==> src/cdf_pkg.sv <==
// ----------------------------------------------------------------------------
// CDF package
// Types, codes and the CRC-16 byte update shared by the deframer modules.
// ----------------------------------------------------------------------------
package cdf_pkg;

  localparam logic [7:0] StartByte = 8'h02;
  localparam logic [7:0] EndByte   = 8'h03;

  // Result kinds carried on the output tuser.
  localparam logic [1:0] KindPayload = 2'd0;
  localparam logic [1:0] KindGood    = 2'd1;
  localparam logic [1:0] KindCrcErr  = 2'd2;
  localparam logic [1:0] KindEndErr  = 2'd3;

  // Configuration register indexes.
  localparam logic CfgPolynomial = 1'b0;
  localparam logic CfgInitial    = 1'b1;

  typedef struct packed {
    logic [1:0] kind;
    logic [7:0] frame_length;
    logic [7:0] data;
  } result_t;

  // One byte of an MSB-first CRC-16, no reflection.
  function automatic logic [15:0] crc16_byte(input logic [15:0] crc,
                                             input logic [7:0]  b,
                                             input logic [15:0] poly);
    logic [15:0] c;
    c = crc ^ {b, 8'h00};
    for (int i = 0; i < 8; i++) begin
      if (c[15]) begin
        c = {c[14:0], 1'b0} ^ poly;
      end else begin
        c = {c[14:0], 1'b0};
      end
    end
    return c;
  endfunction

endpackage

==> src/crc_checked_packet_deframer_top.sv <==
// ----------------------------------------------------------------------------
// CRC-checked packet deframer
// Start byte, length, payload, big-endian CRC-16 and end byte deframer.
// ----------------------------------------------------------------------------
// The block takes one received byte per transfer and can take a byte every
// cycle unless its skid stage is full: the frame state and the byte-wide CRC
// update are worked out in the cycle a byte is accepted, and any result lands
// in an output register backed by a one-entry skid stage. Each payload byte is
// passed out with kind 0; after the end byte one status result gives good, CRC
// mismatch or bad end byte along with the payload length. Bytes outside a frame
// are dropped until the start byte shows up. The user must write the polynomial
// and initial value through the cfg port while idle, which the block does not
// enforce; the initial value is taken when the length byte arrives.
module crc_checked_packet_deframer_top (
  input  logic        clk_i,
  input  logic        rst_ni,
  // Configuration write port.
  input  logic        cfg_we_i,
  input  logic        cfg_index_i,
  input  logic [15:0] cfg_data_i,
  // Received bytes.
  input  logic        s_axis_tvalid,
  output logic        s_axis_tready,
  input  logic [7:0]  s_axis_tdata,   // [7:0] rx_byte
  // Results.
  output logic        m_axis_tvalid,
  input  logic        m_axis_tready,
  output logic [15:0] m_axis_tdata,   // [7:0] data, [15:8] frame_length
  output logic [1:0]  m_axis_tuser    // [1:0] kind
);

  localparam logic [2:0] PhHunt  = 3'd0;
  localparam logic [2:0] PhLen   = 3'd1;
  localparam logic [2:0] PhPay   = 3'd2;
  localparam logic [2:0] PhCrcHi = 3'd3;
  localparam logic [2:0] PhCrcLo = 3'd4;
  localparam logic [2:0] PhEnd   = 3'd5;

  logic [15:0] poly_q, init_q;
  logic [2:0]  phase_q, phase_d;
  logic [7:0]  left_q, left_d;
  logic [7:0]  len_q, len_d;
  logic [15:0] crc_q, crc_d;
  logic [15:0] rx_crc_q, rx_crc_d;

  logic             accept;
  logic             push;
  cdf_pkg::result_t res;
  cdf_pkg::result_t out_res;
  logic [7:0]       b;

  assign b      = s_axis_tdata;
  assign accept = s_axis_tvalid & s_axis_tready;

  always_comb begin
    phase_d  = phase_q;
    left_d   = left_q;
    len_d    = len_q;
    crc_d    = crc_q;
    rx_crc_d = rx_crc_q;
    push     = 1'b0;
    res      = '0;
    unique case (phase_q)
      PhLen: begin
        len_d   = b;
        left_d  = b;
        crc_d   = init_q;
        phase_d = (b == 8'd0) ? PhCrcHi : PhPay;
      end
      PhPay: begin
        crc_d    = cdf_pkg::crc16_byte(crc_q, b, poly_q);
        left_d   = left_q - 8'd1;
        if (left_q == 8'd1) begin
          phase_d = PhCrcHi;
        end
        push     = 1'b1;
        res.kind = cdf_pkg::KindPayload;
        res.data = b;
      end
      PhCrcHi: begin
        rx_crc_d = {b, 8'h00};
        phase_d  = PhCrcLo;
      end
      PhCrcLo: begin
        rx_crc_d = {rx_crc_q[15:8], b};
        phase_d  = PhEnd;
      end
      PhEnd: begin
        push = 1'b1;
        if (b != cdf_pkg::EndByte) begin
          res.kind = cdf_pkg::KindEndErr;
        end else if (crc_q == rx_crc_q) begin
          res.kind = cdf_pkg::KindGood;
        end else begin
          res.kind = cdf_pkg::KindCrcErr;
        end
        res.frame_length = len_q;
        phase_d          = PhHunt;
      end
      default: begin
        // Hunting, including the unused phase codes.
        phase_d = (b == cdf_pkg::StartByte) ? PhLen : PhHunt;
      end
    endcase
  end

  always_ff @(posedge clk_i or negedge rst_ni) begin
    if (!rst_ni) begin
      poly_q   <= 16'h1021;
      init_q   <= 16'h0000;
      phase_q  <= PhHunt;
      left_q   <= 8'd0;
      len_q    <= 8'd0;
      crc_q    <= 16'h0000;
      rx_crc_q <= 16'h0000;
    end else begin
      if (cfg_we_i) begin
        unique case (cfg_index_i)
          cdf_pkg::CfgPolynomial: poly_q <= cfg_data_i;
          cdf_pkg::CfgInitial:    init_q <= cfg_data_i;
          default:                poly_q <= poly_q;
        endcase
      end
      if (accept) begin
        phase_q  <= phase_d;
        left_q   <= left_d;
        len_q    <= len_d;
        crc_q    <= crc_d;
        rx_crc_q <= rx_crc_d;
      end
    end
  end

  cdf_out_buf u_out_buf (
    .clk_i       (clk_i),
    .rst_ni      (rst_ni),
    .push_i      (accept & push),
    .push_data_i (res),
    .ready_o     (s_axis_tready),
    .valid_o     (m_axis_tvalid),
    .data_o      (out_res),
    .pop_ready_i (m_axis_tready)
  );

  assign m_axis_tdata = {out_res.frame_length, out_res.data};
  assign m_axis_tuser = out_res.kind;

endmodule

==> src/cdf_out_buf.sv <==
// ----------------------------------------------------------------------------
// CDF output buffer
// Output register with a skid stage, so a new result can be taken while the
// previous one still waits for the downstream side.
// ----------------------------------------------------------------------------
module cdf_out_buf (
  input  logic              clk_i,
  input  logic              rst_ni,
  input  logic              push_i,
  input  cdf_pkg::result_t  push_data_i,
  output logic              ready_o,
  output logic              valid_o,
  output cdf_pkg::result_t  data_o,
  input  logic              pop_ready_i
);

  logic             out_valid_q, out_valid_d;
  logic             skid_valid_q, skid_valid_d;
  cdf_pkg::result_t out_q, out_d;
  cdf_pkg::result_t skid_q, skid_d;
  logic             pop;

  assign pop     = out_valid_q & pop_ready_i;
  assign ready_o = ~skid_valid_q;
  assign valid_o = out_valid_q;
  assign data_o  = out_q;

  always_comb begin
    out_d        = out_q;
    skid_d       = skid_q;
    out_valid_d  = out_valid_q & ~pop;
    skid_valid_d = skid_valid_q;
    if (skid_valid_q) begin
      // Input side is stalled while the skid stage is full.
      if (pop) begin
        out_d        = skid_q;
        out_valid_d  = 1'b1;
        skid_valid_d = 1'b0;
      end
    end else if (push_i) begin
      if (!out_valid_q || pop) begin
        out_d       = push_data_i;
        out_valid_d = 1'b1;
      end else begin
        skid_d       = push_data_i;
        skid_valid_d = 1'b1;
      end
    end
  end

  always_ff @(posedge clk_i or negedge rst_ni) begin
    if (!rst_ni) begin
      out_valid_q  <= 1'b0;
      skid_valid_q <= 1'b0;
    end else begin
      out_valid_q  <= out_valid_d;
      skid_valid_q <= skid_valid_d;
    end
  end

  always_ff @(posedge clk_i) begin
    out_q  <= out_d;
    skid_q <= skid_d;
  end

endmodule

==> config.mk <==
export PLATFORM = sky130hd
export DESIGN_NAME = crc_checked_packet_deframer_top
export DESIGN_NICKNAME = d
export VERILOG_FILES = /design/src/cdf_pkg.sv /design/src/crc_checked_packet_deframer_top.sv /design/src/cdf_out_buf.sv
export SDC_FILE = /design/constraint.sdc
export NUM_CORES = 1
export LEC_CHECK = 0
export ABC_CLOCK_PERIOD_IN_PS = 5000
export BUFFER_PORTS_ARGS = -buffer_cell sky130_fd_sc_hd__buf_4
export CORE_AREA = 2 2 163 165
export CTS_CLUSTER_DIAMETER = 50
export DETAILED_ROUTE_END_ITERATION = 8
export DIE_AREA = 0 0 165 167
export SKIP_LAST_GASP = 1
export SLEW_MARGIN = 30
export SYNTH_ARGS = -nofsm -noshare
export SYNTH_HDL_FRONTEND = slang
export SYNTH_HIERARCHICAL = 1
export SYNTH_SLANG_ARGS = --single-unit
export TNS_END_PERCENT = 1
==> constraint.sdc <==
create_clock -name clk_i -period 5 [get_ports clk_i]
set_clock_uncertainty 0.2 [all_clocks]
set_input_delay 0.25 -clock clk_i [delete_from_list [all_inputs] [get_ports clk_i]]
set_output_delay 0.25 -clock clk_i [all_outputs]
set_load 0.01 [all_outputs]
# Word level (Yosys, flattened, before mapping)

Cells that the tools add are included.

Bits in registers: 121
Output and inout port bits: 20
Word-level logic and storage cells: 103

Add/subtract/negate cells: 1
Equality and inequality tests: 11
Mux-type cells: 40
Bitwise logic cells: 18
Reduce and logical (&&, ||, !) cells: 17

Operators by type and width:

| cell                                             | number |
|---|---|
| two-way mux 16 bit                               | 15 |
| XOR 16 bit                                       | 9 |
| two-way mux 18 bit                               | 4 |
| one-hot mux 16 bit (2 select lines)              | 2 |
| == test 16 bit                                   | 1 |
| two-way mux 8 bit                                | 2 |
| one-hot mux 8 bit (2 select lines)               | 1 |
| one-hot mux 3 bit (5 select lines)               | 1 |
| AND reduction 2 bit                              | 6 |
| two-way mux 1 bit                                | 11 |
| AND reduction 3 bit                              | 3 |
| == test 8 x 1 -> 1 bit, second input constant    | 1 |
| == test 8 x 2 -> 1 bit, second input constant    | 1 |
| zero test 8 bit                                  | 1 |
| != test 8 x 2 -> 1 bit, second input constant    | 1 |
| nonzero test 2 bit                               | 4 |
| subtractor 8 x 1 -> 8 bit, second input constant | 1 |
| == test 3 x 2 -> 1 bit, second input constant    | 2 |
| == test 3 bit, second input constant             | 2 |
| two-way mux 2 bit                                | 3 |
| inverter 1 bit                                   | 5 |
| bitwise AND 1 bit                                | 4 |
| != test 2 bit, second input constant             | 2 |
| == test 3 x 1 -> 1 bit, second input constant    | 1 |
| 4 further kinds                                  | 4 |

# Longest topological paths before layout

Gate-level depths: netlist (run 1).

Depth after elaboration: 25
Gate-level depth with buffers: 15

# Hierarchy

Netlist (run 1), hierarchy kept.

By module, submodules not included:

| module                          | times used | cells each | area an instance (µm²) |
|---|---|---|---|
| crc_checked_packet_deframer_top | 1          | 753        | 6,628.9 |
| cdf_out_buf                     | 1          | 68         | 1,491.4 |

# Least setup slack after synthesis (run 1)

Ideal clock, no wire load.

Path kind: register to register
Start point: register crc_q[15]
End point: register crc_q[0]
Library setup time: 131 ps
Arrival time: 3,657 ps
Required time: 4,669 ps
Slack: 1,012 ps
Stages on the path, launching flop included: 15
Path through: dfrtp_1 xor2_2 buf_6 or4_1 o311ai_1 nor3_1 a211oi_4 mux2i_2 mux2i_2 mux2_2 a21oi_2 nor2_4 buf_4 a31oi_1 o21ai_1

Cells in the longest elaborated chain, start to end: 23

Ends and longest elaborated chain:

| what                                    | RTL line                               | source |
|---|---|---|
| start, declared                         | crc_checked_packet_deframer_top.sv:43  | `logic [15:0] crc_q, crc_d;` |
| start signal, assigned                  | crc_checked_packet_deframer_top.sv:128 | `crc_q <= crc_d;` |
| XOR 16 bit (*)                          | cdf_pkg.sv:31                          | `c = crc ^ {b, 8'h00};` |
| two-way mux 16 bit (*)                  | cdf_pkg.sv:33                          | `if (c[15]) begin` |
| two-way mux 16 bit (*)                  | crc_checked_packet_deframer_top.sv:63  | `unique case (phase_q)` |
| XOR 16 bit                              | cdf_pkg.sv:34                          | `c = {c[14:0], 1'b0} ^ poly;` |
| two-way mux 16 bit (*)                  | cdf_pkg.sv:33                          |  |
| two-way mux 16 bit (*)                  | crc_checked_packet_deframer_top.sv:63  |  |
| XOR 16 bit                              | cdf_pkg.sv:34                          |  |
| two-way mux 16 bit (*)                  | cdf_pkg.sv:33                          |  |
| (+7 left out)                           | --                                     |  |
| XOR 16 bit                              | cdf_pkg.sv:34                          |  |
| two-way mux 16 bit (*)                  | cdf_pkg.sv:33                          |  |
| two-way mux 16 bit (*)                  | crc_checked_packet_deframer_top.sv:63  |  |
| XOR 16 bit                              | cdf_pkg.sv:34                          |  |
| two-way mux 16 bit (*)                  | cdf_pkg.sv:33                          |  |
| two-way mux 16 bit (*)                  | crc_checked_packet_deframer_top.sv:63  |  |
| two-way mux 16 bit (*)                  | cdf_pkg.sv:33                          |  |
| one-hot mux 16 bit (2 select lines) (*) | crc_checked_packet_deframer_top.sv:63  |  |

Every way passes the cells marked *; elsewhere a longest branch is shown, timed or not. The select of a mux whose other input is x is not followed.
A chain may end at the register's enable or synchronous reset.

# Final worst setup path (run 1)

Start point: input s_axis_tdata[7]
End point: register crc_q[6]

Cells in the longest elaborated chain, start to end: 23

Ends and longest elaborated chain:

| what                                                    | RTL line                                             | source |
|---|---|---|
| start, declared                                         | crc_checked_packet_deframer_top.sv:24                | `input logic [7:0] s_axis_tdata,` |
| XOR 16 bit (*)                                          | cdf_pkg.sv:31                                        |  |
| two-way mux 16 bit (*)                                  | cdf_pkg.sv:33                                        |  |
| two-way mux 16 bit (*)                                  | crc_checked_packet_deframer_top.sv:63                |  |
| two-way mux 16 bit (*)                                  | cdf_pkg.sv:33                                        |  |
| two-way mux 16 bit (*)                                  | crc_checked_packet_deframer_top.sv:63                |  |
| XOR 16 bit / two-way mux 16 bit (equally long branches) | cdf_pkg.sv:34, crc_checked_packet_deframer_top.sv:63 |  |
| two-way mux 16 bit (*)                                  | cdf_pkg.sv:33                                        |  |
| two-way mux 16 bit (*)                                  | crc_checked_packet_deframer_top.sv:63                |  |
| (+7 left out)                                           | --                                                   |  |
| two-way mux 16 bit (*)                                  | cdf_pkg.sv:33                                        |  |
| two-way mux 16 bit (*)                                  | crc_checked_packet_deframer_top.sv:63                |  |
| XOR 16 bit / two-way mux 16 bit (equally long branches) | cdf_pkg.sv:34, crc_checked_packet_deframer_top.sv:63 |  |
| two-way mux 16 bit (*)                                  | cdf_pkg.sv:33                                        |  |
| two-way mux 16 bit (*)                                  | crc_checked_packet_deframer_top.sv:63                |  |
| XOR 16 bit / two-way mux 16 bit (equally long branches) | cdf_pkg.sv:34, crc_checked_packet_deframer_top.sv:63 |  |
| two-way mux 16 bit (*)                                  | cdf_pkg.sv:33                                        |  |
| one-hot mux 16 bit (2 select lines) (*)                 | crc_checked_packet_deframer_top.sv:63                |  |

Marks and branches as above.

==> results.md, run 1 <==
- Status: finished, violations left
- Failing checks: hold timing
- Setup slack of the worst register-to-register path: 0.56 ns
- Routed vias: 6360
- Floorplan die area: 0.02756 mm2
- Slowest stage cell, crit path: sky130_fd_sc_hd__xor2_2
- Aggregate routed wire length: 20910 um
- Height of the chip: 167 um
- Maximum VDD drop: 445.4 uV
- Cell Pwr Density: 845.8 mW/mm2
- Slowest cell delay on critical path: 0.58 ns
- Crit Reg-Reg Startpoint: crc_q[15]
- Signal arrival time at the worst endpoint: 4.71 ns
- Sort of element at the end of the critical path: register
- Detailed Route Iter0 Violations: 495
- Clock period minus final worst setup slack: 4.560 ns
- Setup tns final: 0 ns
- Drt wl/cell: 17.09 um
- CTS root buffer: sky130_fd_sc_hd__clkbuf_16
- # clock sinks: 121
- Critical path buffers and inverters: 2
- Critical Path, Cell by Cell: dlygate4sd3_1 > buf_4 > xor2_2 > nand2_1 > xnor2_1 > nor4b_1 > a211oi_4 > mux2i_2 > a21boi_1 > nor2_2 > nand2_1 > xnor3_1 > a211o_1 > nand3_1
- GP Congestion: 0.8219
- Count of H-tree levels built during CTS: 4
- Maximum frequency from static timing analysis: 219.3 MHz
- Area of the mapped netlist: 0.008120 mm2
- Synthesized net count: 853
- Worst Hold End: poly_q[5]
- First-pass GRT wire length: 33650 um
- Biggest fanout along the worst timing path: 12
- Synthesized netlist cell count: 821
- Element type at the critical path start: input port
- Unrepaired setup endpoints after global routing: no
- Max-slew headroom: 0.4345
- Ports placed on the boundary: 50
- Synthesized area divided by synthesized cell count: 9.891 um2
- Dominant cell type by count on the critical path: sky130_fd_sc_hd__nand2_1
- Yosys cell types: 83
- Post-synthesis sequential element count: 121
- Final cell utilization of the core: 0.3733
- Area leader, netlist: sky130_fd_sc_hd__dfrtp_1
- Hold WS: -0.001451 ns
- Fin crit share: 0.9119
- Worst reg2reg path depth: 12
- Setup-violating endpoint count in the final report: 0
- Maximum number of pins on one net before global-route repair: 46
- Area fraction of the dominant cell type after synthesis: 0.2527
- Data required, critical path: 5.15 ns
- Most used DFF post-synth: sky130_fd_sc_hd__dfrtp_1
- Leakage power: 4.082 nW
- Count of input and output buffers: 49
- Clock latency at the later pin of the worst-skew pair: 0.42 ns
- Max_cap viols: 0
- Number of enable flip-flop cells after synthesis: 36
- Clock buffer count from CTS: 17
- Classification of the worst-slack hold path: in -> reg
- Max Root-Sink Buffers: 2
- Total of warnings raised by yosys: 6
- Register area share after synthesis: 0.3955
- Category of the critical setup timing path: in -> reg
- Fraction of synthesis flops using an asynchronous set or reset pin: 0.7025
- Hold Violations, Final: 1
- Worst Max-Slew Pin Slew: 0.8463 ns
- Number of cells on the worst hold path: 4
- Number of vias per cell: 5.200
- Signed area change from the synthesized netlist to the final layout: 18.43%
- Worst reg2reg endpoint: crc_q[6]
- Total congestion overflow after global routing: 0
- Vias in the first global route: 6195
- CTS-repair resized insts: 0
- Layout cell share with drive strength beyond 1: 0.2106
- TritonCTS clock tree: done
- Die Width: 165 um
- Count of TritonRoute iterations in the first routing pass: 5
- Row count: 59
- Detailed placement HPWL: 14620 um
- Count of antenna-violating nets left after detailed routing: 0
- Nets: 907
- Dominant delay contributor by cell family on the critical path: XOR/XNOR gates
- Max Transition Viols Final: 0
- Startpoint of the lowest-slack hold path: cfg_index_i
- Initial antenna violation count: 0
- Tot GR Track Use: 0.1559
- Antenna diodes: 0
- Total core area: 0.02576 mm2
- Drc violations: 0
- Clock input transition at the sequential cells of the worst setup and hold paths: 0.06 ns
- Cell types with the largest area share after synthesis: sky130_fd_sc_hd__dfrtp_1, sky130_fd_sc_hd__edfxtp_1, sky130_fd_sc_hd__xnor2_1
- Initial cell density of the core: 0.3152
-- metrics by stage --
step                cells  power, mW  hold WS (ns)  worst slack (ns)  cell area (um2)
finish               1223      8.134     -0.001451            0.4404             9617
global route         1223      8.710      0.005342            0.1372             9617
CTS                  1223      8.152       0.06935            0.4717             9612
detailed placement   1164      6.875       0.05947            0.6238             8765
global placement     1164      6.787       0.06066            0.6732             8758
floorplan             821      5.798       -0.2456             1.012             8120
-- worst register-to-register path, stage by stage (launching register included) --
cell,delay [ns]
sky130_fd_sc_hd__dfrtp_1,0.47
sky130_fd_sc_hd__xor2_2,0.57
sky130_fd_sc_hd__nand2_1,0.14
sky130_fd_sc_hd__xnor2_1,0.56
sky130_fd_sc_hd__nor4b_1,0.20
sky130_fd_sc_hd__a211oi_4,0.25
sky130_fd_sc_hd__mux2i_2,0.41
sky130_fd_sc_hd__a21boi_1,0.17
sky130_fd_sc_hd__nor2_2,0.52
sky130_fd_sc_hd__nand2_1,0.11
sky130_fd_sc_hd__xnor3_1,0.41
sky130_fd_sc_hd__a211o_1,0.29
sky130_fd_sc_hd__nand3_1,0.08
-- cells in the mapped netlist (26+ instances only) --
master,n
sky130_fd_sc_hd__nand2_1,127
sky130_fd_sc_hd__dfrtp_1,82
sky130_fd_sc_hd__xnor2_1,68
sky130_fd_sc_hd__a21oi_1,42
sky130_fd_sc_hd__mux2_2,42
sky130_fd_sc_hd__clkbuf_1,41
sky130_fd_sc_hd__o21ai_0,37
sky130_fd_sc_hd__edfxtp_1,36
sky130_fd_sc_hd__nor2_1,28
sky130_fd_sc_hd__xor2_1,27
sky130_fd_sc_hd__and3_1,26
sky130_fd_sc_hd__nand3_1,26
-- power by group --
group / internal [mW] / leakage (nW) / total (mW) / switching [mW]
Clock: 0.738 / 0.271 / 1.22 / 0.478
Combinational: 2.54 / 2.43 / 5.23 / 2.69
Sequential: 1.35 / 1.38 / 1.69 / 0.337
Total: 4.63 / 4.08 / 8.13 / 3.50
-- repair_timing --
action / CTS / global route
hold endpoints to repair: 95 / 0
setup buffers: 0 / 0
hold buffers: 27 / 0
-- metal layers --
| layer | part of all wire | GRT usage |
|---|---|---|
| met3 | 0.041 | 0.02167 |
| met1 | 0.48 | 0.2218 |
| met4 | 0.0094 | 0.04423 |
| met2 | 0.47 | 0.2466 |
| met5 | 0 | 0 |
-- cell families after synthesis --
kind of cell,after synthesis,synth area share
compound gates,159,0.1311
xor+xnor,115,0.1550
fa+ha+maj,2,0.003081
buf+inv,67,0.04068
flops,121,0.3955
mux,66,0.09861
simple gates,291,0.1760
-- cell type report --
cell class	instances	area [um2]
Clock buffer	19	432.9
Timing Repair Buffer	93	778.2
Tap cell	335	419.2
Sequential cell	121	3213
Inverter	9	33.78
Multi-Input combinational cell	633	4596
Clock inverter	13	143.9
Fill cell	2544	16150
-- registers in the layout, summed over array words and instances, names as in the netlist, 3 cells and up --
signal / flops
init_q: 16
rx_crc_q: 16
u_out_buf/skid_q: 18
crc_q: 16
u_out_buf/data_o: 18
left_q: 8
poly_q: 16
len_q: 8
phase_q: 3
-- worst max-delay path by stage --
stage / slack, ns / to / from / depth (start not counted)
2_1_floorplan: 1.01 / crc_q[0] / crc_q[15] / 14
3_3_place_gp: 0.67 / crc_q[9] / crc_q[15] / 12
3_5_place_dp: 0.62 / crc_q[14] / crc_q[15] / 12
4_1_cts: 0.47 / crc_q[6] / s_axis_tdata[7] / 14
5_1_grt: 0.14 / crc_q[7] / s_axis_tdata[7] / 14
6_report: 0.44 / crc_q[6] / s_axis_tdata[7] / 14
-- cell usage in the layout (no fill, tap or decap), drive strengths merged, types with 8 or more instances in the layout --
cell type	instances
nand2	130
dfrtp	82
xnor2	70
buf	66
mux2	58
o21ai	45
a21oi	43
edfxtp	36
nor2	30
xor2	29
dlygate4sd3	27
and3	26
nand3	26
clkbuf	19
and2	16
xnor3	16
nor3	14
nand4	13
inv	11
a211o	10
a22o	9
nor4	8
a31oi	8
mux2i	8
No activity file was read; power rests on OpenSTA's default activity.
==> run 2: changes to the inputs <==
Settings changed: ABC_CLOCK_PERIOD_IN_PS 5000 to not set, REMOVE_ABC_BUFFERS set to 1.
==> run 2 against run 1 <==
  * The run now ends clean
  * Clock-buffer cell count did not move
  * Die area did not move
  * Sequential share of layout area fell by 0.27 points
  * Sequential power barely moved
  * Fmax fell by 5.3%
  * Cell area rose by 0.82%
  * Critical path depth rose by 1
  * Non-clock buffer count rose by 6
  * Via count rose by 0.16%
  * Final cell count rose by 0.49%
  * Critical path type unchanged
  * Largest cell class unchanged
==> results.md, run 2 (synthesis gave the netlist of run 1 again) <==
- Detailed placement HPWL: 14520 um
- Total core area: 0.02576 mm2
- Clock period minus final worst setup slack: 4.813 ns
- Total congestion overflow after global routing: 0
- Slowest stage cell, crit path: sky130_fd_sc_hd__xor2_2
- Category of the critical setup timing path: in -> reg
- Critical path buffers and inverters: 3
- Area of all placed cells without fillers: 0.009696 mm2
- Clock latency at the later pin of the worst-skew pair: 0.42 ns
- Count of TritonRoute iterations in the first routing pass: 5
- Ports placed on the boundary: 50
- Layout cell share with drive strength beyond 1: 0.2125
- Count of input and output buffers: 49
- Drc violations: 0
- First-pass GRT wire length: 34080 um
- Fillers: 2551
- Max-slew headroom: 0.4229
- Status: finished clean
- # clock sinks: 121
- Setup-violating endpoint count in the final report: 0
- Initial antenna violation count: 0
- Floorplan die area: 0.02756 mm2
- Leading cell type in the layout, fill and taps excluded: sky130_fd_sc_hd__nand2_1
- Die Width: 165 um
- Tot GR Track Use: 0.1582
- Slowest cell delay on critical path: 0.56 ns
- Routed vias: 6370
- Drt wl/cell: 16.98 um
- Aggregate routed wire length: 20870 um
- Sort of element at the end of the critical path: register
- CTS root buffer: sky130_fd_sc_hd__clkbuf_16
- Hold Violations, Final: 0
- Height of the chip: 167 um
- Dominant delay contributor by cell family on the critical path: multiplexers
- Max_cap viols: 0
- Non-Filler Instances: 1229
- Setup tns final: 0 ns
- Detailed Route Iter0 Violations: 528
- Maximum frequency from static timing analysis: 207.8 MHz
- Fin crit share: 0.9625
- Count of H-tree levels built during CTS: 4
- Leakage power: 4.126 nW
- Signed area change from the synthesized netlist to the final layout: 19.40%
- Clock buffer count from CTS: 17
- Maximum VDD drop: 388.7 uV
- Biggest fanout along the worst timing path: 19
- Row count: 59
- Cell Pwr Density: 853.9 mW/mm2
- Element type at the critical path start: input port
- Critical Path, Cell by Cell: dlygate4sd3_1 > buf_4 > xor2_2 > xnor2_1 > nor4_1 > nor3_1 > a211oi_4 > mux2i_2 > mux2i_2 > mux2_2 > a21oi_2 > nor2_4 > buf_12 > a211o_1 > nand3_1
- Commonest non-fill, non-tap cells in the layout: sky130_fd_sc_hd__nand2_1, sky130_fd_sc_hd__dfrtp_1, sky130_fd_sc_hd__buf_4, sky130_fd_sc_hd__xnor2_1
- Max Root-Sink Buffers: 2
- Count of antenna-violating nets left after detailed routing: 0
- Cell Area, Placed: 0.008807 mm2
- Signal arrival time at the worst endpoint: 4.96 ns
- Nets: 913
- Vias in the first global route: 6202
- Maximum number of pins on one net before global-route repair: 57
- Final cell utilization of the core: 0.3763
- TritonCTS clock tree: done
- Total power: 8.279 mW
- Clock input transition at the sequential cells of the worst setup and hold paths: 0.05 ns
- Classification of the worst-slack hold path: in -> async
- Number of cells after detailed placement: 1170
- Data required, critical path: 5.14 ns
- Number of vias per cell: 5.183
- Max Transition Viols Final: 0
- Dominant cell type by count on the critical path: sky130_fd_sc_hd__mux2i_2
- GP Congestion: 0.8887
- Post-CTS Setup Repair Bufs: 0
- Antenna diodes: 0
- Unrepaired setup endpoints after global routing: yes
- Worst Max-Slew Pin Slew: 0.8635 ns
- Initial cell density of the core: 0.3152
==> run 2: cell type report <==
cell class | count | area [um2] | area share
multi-input combinational | 633 | 4596 | 0.4740
clock inverter | 13 | 177.7 | 0.01832
clock buffer | 19 | 432.9 | 0.04465
sequential | 121 | 3213 | 0.3314
tap | 335 | 419.2 | 0.04323
timing repair buffer | 99 | 823.3 | 0.08491
inverter | 9 | 33.78 | 0.003484
==> run 2: stage by stage <==
| step | hold WS, ns | worst slack, ns |
|---|---|---|
| after floorplan | -0.2456 | 0.6911 |
| after global placement | 0.005653 | 0.4880 |
| after detailed placement | 0.007306 | 0.4301 |
| after CTS | 0.1048 | 0.2992 |
| after global routing | 0.1327 | -0.05220 |
| final | 0.1054 | 0.1873 |
==> run 2: path summary, 6_finish.rpt <==
check	startpoint	to	slack, ns	cells after the start
setup / recovery	s_axis_tdata[7]	crc_q[8]	0.19	15
hold / removal	rst_ni	init_q[8]	0.11	2
setup reg to reg	crc_q[15]	crc_q[8]	0.27	13
hold reg to reg	init_q[9]	init_q[9]	0.29	1
max in group asynchronous	rst_ni	u_out_buf/skid_valid_q	3.40	3
min in group clk_i	cfg_index_i	poly_q[5]	0.14	5
==> run 2: what timing repair did <==
action / 4_1_cts / 5_1_grt
hold buffers: 27 / 0
endpoints found under the setup margin: 0 / 4
endpoints found under the hold margin: 85 / 0
resized for setup: 0 / 1
==> run 2: layer usage <==
| layer | up-vias | share of wire | global-route usage | routed length, um |
|---|---|---|---|---|
| met5 | - | 0 | 0 | 0 |
| met4 | 0 | 0.017 | 0.05028 | 359 |
| met3 | 24 | 0.053 | 0.03337 | 1097 |
| met2 | 181 | 0.45 | 0.2388 | 9450 |
| met1 | 3098 | 0.48 | 0.2257 | 9960 |
| li1 | 3067 | - | - | - |
==> run 2: power by group <==
part | switching, mW | internal, mW
Combinational | 2.76 | 2.57
Sequential | 0.317 | 1.35
Clock | 0.446 | 0.831
Total | 3.53 | 4.75
